### src/rtl/mfst_pkg.sv
`timescale 1ns / 1ps
package mfst_pkg;

  typedef enum logic [1:0] {
    OP_BYTE  = 2'd0,
    OP_CLEAR = 2'd1,
    OP_READ  = 2'd2,
    OP_NONE  = 2'd3
  } op_t;

  localparam logic [2:0] ST_IGNORED  = 3'd0;
  localparam logic [2:0] ST_FULL     = 3'd1;
  localparam logic [2:0] ST_NEW      = 3'd2;
  localparam logic [2:0] ST_RAISED   = 3'd3;
  localparam logic [2:0] ST_KEPT     = 3'd4;
  localparam logic [2:0] ST_READ_OK  = 3'd5;
  localparam logic [2:0] ST_NO_ENTRY = 3'd6;

  localparam logic [7:0]  TYPE_BEACON    = 8'h80;
  localparam logic [7:0]  TYPE_PROBE     = 8'h40;
  localparam logic [11:0] MIN_FRAME_LEN  = 12'd40;
  localparam logic [11:0] LEN_POS_BEACON = 12'd37;
  localparam logic [11:0] LEN_POS_PROBE  = 12'd25;
  localparam logic [11:0] MAC_FIRST      = 12'd10;
  localparam logic [11:0] MAC_LAST       = 12'd15;
  localparam logic [11:0] POS_MAX        = 12'hFFF;
  localparam logic [7:0]  PRINT_LO       = 8'h20;
  localparam logic [7:0]  PRINT_HI       = 8'h7E;
  localparam logic [7:0]  QMARK          = 8'h3F;

  // table row layout: kind, mac, channel, rssi, ssid length, then ssid bytes
  localparam int ROW_KIND = 0;
  localparam int ROW_MAC  = 1;
  localparam int ROW_CH   = 49;
  localparam int ROW_RSSI = 53;
  localparam int ROW_LEN  = 61;
  localparam int ROW_SSID = 67;

  typedef struct packed {
    logic in_ready;
    logic capture;
    logic clear_tbl;
    logic read_req;
    logic check;
    logic rd_issue;
    logic walk_next;
    logic hit;
    logic add;
    logic load;
  } cmd_t;

  typedef struct packed {
    logic       in_valid;
    logic [1:0] opcode;
    logic       last;
    logic       pass;
    logic       empty;
    logic       hit;
    logic       walk_last;
    logic       out_free;
  } stat_t;

endpackage

### src/rtl/mfst_ctrl.sv
`timescale 1ns / 1ps
module mfst_ctrl (
  input  logic          clk,
  input  logic          rst,
  input  mfst_pkg::stat_t st,
  output mfst_pkg::cmd_t  cmd
);
  import mfst_pkg::*;

  typedef enum logic [4:0] {
    S_IDLE  = 5'b00001,
    S_CHECK = 5'b00010,
    S_RD    = 5'b00100,
    S_CMP   = 5'b01000,
    S_DONE  = 5'b10000
  } state_t;

  state_t state, state_next;
  logic   accept;

  assign accept = st.in_valid && (state == S_IDLE);

  always_comb begin
    cmd        = '0;
    state_next = state;
    case (state)
      S_IDLE: begin
        cmd.in_ready = 1'b1;
        if (accept) begin
          case (op_t'(st.opcode))
            OP_BYTE: begin
              cmd.capture = 1'b1;
              if (st.last) state_next = S_CHECK;
            end
            OP_CLEAR: cmd.clear_tbl = 1'b1;
            OP_READ: begin
              cmd.read_req = 1'b1;
              state_next   = S_DONE;
            end
            default: ;
          endcase
        end
      end
      S_CHECK: begin
        cmd.check = 1'b1;
        if (!st.pass) begin
          state_next = S_DONE;
        end else if (st.empty) begin
          cmd.add    = 1'b1;
          state_next = S_DONE;
        end else begin
          state_next = S_RD;
        end
      end
      S_RD: begin
        cmd.rd_issue = 1'b1;
        state_next   = S_CMP;
      end
      S_CMP: begin
        if (st.hit) begin
          cmd.hit    = 1'b1;
          state_next = S_DONE;
        end else if (st.walk_last) begin
          cmd.add    = 1'b1;
          state_next = S_DONE;
        end else begin
          cmd.walk_next = 1'b1;
          state_next    = S_RD;
        end
      end
      S_DONE: begin
        if (st.out_free) begin
          cmd.load   = 1'b1;
          state_next = S_IDLE;
        end
      end
      default: state_next = S_IDLE;
    endcase
  end

  always_ff @(posedge clk) begin
    if (rst) state <= S_IDLE;
    else     state <= state_next;
  end
endmodule

### config.mk
export PLATFORM = sky130hd
export DESIGN_NAME = mfst_ctrl
export DESIGN_NICKNAME = d
export VERILOG_FILES = /design/src/rtl/mfst_pkg.sv /design/src/rtl/mfst_ctrl.sv
export SDC_FILE = /design/constraint.sdc
export NUM_CORES = 1
export LEC_CHECK = 0
export ABC_CLOCK_PERIOD_IN_PS = 2000
export BUFFER_PORTS_ARGS = -buffer_cell sky130_fd_sc_hd__buf_2
export CAP_MARGIN = 30
export CELL_PAD_IN_SITES_DETAIL_PLACEMENT = 0
export CELL_PAD_IN_SITES_GLOBAL_PLACEMENT = 1
export CORE_MARGIN = 4
export CORE_UTILIZATION = 29
export CTS_CLUSTER_DIAMETER = 80
export DETAILED_ROUTE_END_ITERATION = 8
export PLACE_DENSITY_LB_ADDON = 0.1
export SYNTH_ARGS = -nofsm -noshare
export SYNTH_HDL_FRONTEND = slang
export SYNTH_SLANG_ARGS = --single-unit
### constraint.sdc
create_clock -name clk -period 2 [get_ports clk]
set_input_delay 0.3 -clock clk [delete_from_list [all_inputs] [get_ports clk]]
set_output_delay 0.3 -clock clk [all_outputs]
set_load 0.01 [all_outputs]
==> flow_metrics.py <==
metrics = {
    "outcome": {
        "status": "finished, final reports clean",
    },
    "detailed_routing": {
        "routed_wl_um": 1087,
        "vias": 473,
        "wl_per_cell_um": 11.82,
        "ant_nets": 0,
        "drcViolationCount": 0,
        "detail_route.vias_per_cell": 5.141,
        "dr.pass1.iters": 2,
        "drtIter0Drc": 5,
    },
    "grt": {
        "grt_max_degree": 9,
        "grt_pass1_wl_um": 1890,
        "grtUsageTotal": 0.1258,
        "grt_pass1_vias": 458,
        "gr-total-overflow": 0,
        "antenna_found_initial": 0,
    },
    "yosys": {
        "avgSynthCellArea_um2": 8.341,
        "syn-num-nets": 62,
        "synth_seq_cells": 5,
        "synth.distinct_cells": 26,
        "yosys.area.top_type_share": 0.2353,
        "ys_warn_count": 0,
        "ys_top_cells_by_area": "dfxtp_1 (24%), nand2b_1 (7.4%), nor4b_1 (6.2%)",
        "yosys.area.top_type": "dfxtp_1",
        "yosysSeqAreaShare": 0.2353,
        "synthCells": 51,
        "syn-cell-area_um2": 425.4,
    },
    "job": {
        "max_cap_viol_count": 0,
    },
    "cells_and_area": {
        "layout_commonest_cell": "buf_2",
        "num-nets-final": 89,
        "final_area_um2": 585.6,
        "seqCellArea_um2": 101.3,
        "areaGrowthSynthToFinish_pct": 37.65,
        "largest_reg_flops": 5,
        "final_cell_mix": "buf_2 (20), nor2_1 (6), nand2b_1 (5)",
        "post-route-util": 0.4390,
        "multi_input_area_um2": 294.0,
        "largestRegisters": "state (5)",
        "regMostFlops": "state",
        "fillers": 153,
        "layout-drive-gt1-share": 0.4545,
        "antenna_cells": 0,
    },
    "worst_setup_path": {
        "startpoint_type": "register",
        "regToRegSetupSlack_ns": 0.53,
        "crit_type": "register to output pin",
        "cp-end-kind": "output pin",
        "critPathArrivalTime_ns": 1.58,
        "cp_data_required_time_ns": 1.70,
        "crit_fanout": 8,
    },
    "clock_network": {
        "cts_buffers": 3,
        "clock-sinks": 5,
        "cts_buffer_depth": 2,
        "cts_tree": "yes",
        "htree_levels": 1,
        "clk_pin_slew_ns": 0.05,
        "cts-root-buf": "clkbuf_4",
        "clock_latency_ns": 0.24,
    },
    "sta": {
        "slew_viol_final": 0,
        "max_freq_mhz": 530.9,
        "finalHoldViolCount": 0,
        "setup_viol_count_final": 0,
        "fin_worst_skew_ns": 0.006527,
        "rsz0062_at_grt": "no",
        "fin_setup_tns_ns": 0,
        "fin_crit_sh": 0.9418,
        "period_needed_ns": 1.884,
        "tightest_slew_ns": 0.3874,
        "maxSlewHeadroom": 0.7394,
    },
    "place": {
        "io_buffer_count": 20,
        "gp_congestion": 0.7207,
        "dpl.hpwl_um": 888.2,
        "place_area_um2": 543.0,
    },
    "hold_path": {
        "hp-class": "primary input to register",
    },
    "power_and_ir_drop": {
        "internal_power_w": 0.0002115,
        "power_density_mw_per_mm2": 506.3,
        "power_switching_w": 0.00008499,
        "p_clk_frac": 0.407,
        "p_seq_frac": 0.367,
        "combPwrFrac": 0.226,
        "p_sw_frac": 0.2867,
        "leakagePower_nw": 0.2704,
        "ir_drop_mv": 0.5508,
    },
    "floorplanning": {
        "die_area_mm2": 0.002144,
        "core_area_mm2": 0.001334,
        "top_level_ports": 21,
        "num_rows": 13,
        "chipHeight_um": 46.30,
        "dieWidth_um": 46.30,
        "initial_utilization": 0.3189,
    },
}
[what timing repair did]
action | 4_1_cts | 5_1_grt
hold endpoints to repair | 0 | 0
endpoints found under the setup margin | 0 | 1
hold buffers | 0 | 0
resized for setup | 0 | 1
setup buffers | 0 | 2
[worst max-delay path, cell delays in order, from the launching register on]
cell     delay [ns]
dfxtp_1        0.37
or3_4          0.42
nor3b_4        0.25
a32o_1         0.18
buf_2          0.12
[stage by stage]
stage	total power, W	std cells	hold WS (ns)	setup slack, ns
floorplan	0.0001505	51	0.3724	0.3179
global placement	0.0001786	86	0.5514	0.3544
detailed placement	0.0001779	86	0.5407	0.3362
CTS	0.0003012	90	0.2782	0.05463
global route	0.0003199	92	0.2839	0.01463
finish	0.0002965	92	0.2758	0.1164
[metal layers]
layer | wire (µm) | track usage
met5 | 0 | 0
met4 | 0 | 0.01705
met3 | 63 | 0.07031
met2 | 532 | 0.2060
met1 | 491 | 0.1455
[cells in the mapped netlist (all sizes together)]
| cell | number |
|---|---|
| a211o | 1 |
| buf | 2 |
| o21ai | 1 |
| and4bb | 1 |
| nand2b | 5 |
| a32o | 1 |
| nand2 | 1 |
| and3 | 1 |
| nor3 | 3 |
| a31oi | 3 |
| nor3b | 4 |
| nand3b | 1 |
| dfxtp | 5 |
| nor4b | 3 |
| o22ai | 1 |
| o2111ai | 1 |
| nor4 | 2 |
| inv | 4 |
| and4b | 1 |
| xor2 | 1 |
| nor2 | 7 |
| or3 | 2 |
[power groups by stage]
| stage | Clock [W] | Combinational [W] | Sequential (W) |
|---|---|---|---|
| finish | 0.000121 | 0.0000671 | 0.000109 |
| global route | 0.000136 | 0.0000748 | 0.000110 |
| CTS | 0.000125 | 0.0000674 | 0.000109 |
| detailed placement | 0 | 0.0000676 | 0.000110 |
| global placement | 0 | 0.0000682 | 0.000110 |
| floorplan | 0 | 0.0000434 | 0.000107 |
[final timing paths]
check	from	endpoint	depth (start not counted)
worst max-delay path	state[0]$_SDFFE_PP1P_	cmd[1]	4
worst min-delay path	rst	state[3]$_SDFFE_PP0P_	2
worst max register to register	state[0]$_SDFFE_PP1P_	state[4]$_SDFFE_PP0P_	5
worst min register to register	state[1]$_SDFFE_PP0P_	state[3]$_SDFFE_PP0P_	2
[final cells by class]
type / count / share of cell area
Timing Repair Buffer: 24 / 0.2222
Inverter: 4 / 0.02564
Clock buffer: 4 / 0.04487
Tap cell: 15 / 0.03205
Multi-Input combinational cell: 40 / 0.5021
Sequential cell: 5 / 0.1731
[cell families (layout without fill, tap and decap cells)]
family	Yosys count	in the layout	synth area share
XOR/XNOR	1	1	0.02059
AO/OA/AOI/OAI	8	8	0.1441
flip-flops	5	5	0.2353
buffers and inverters	6	32	0.07351
AND/OR/NAND/NOR	31	31	0.5265
(Power assumes the default switching activity.)
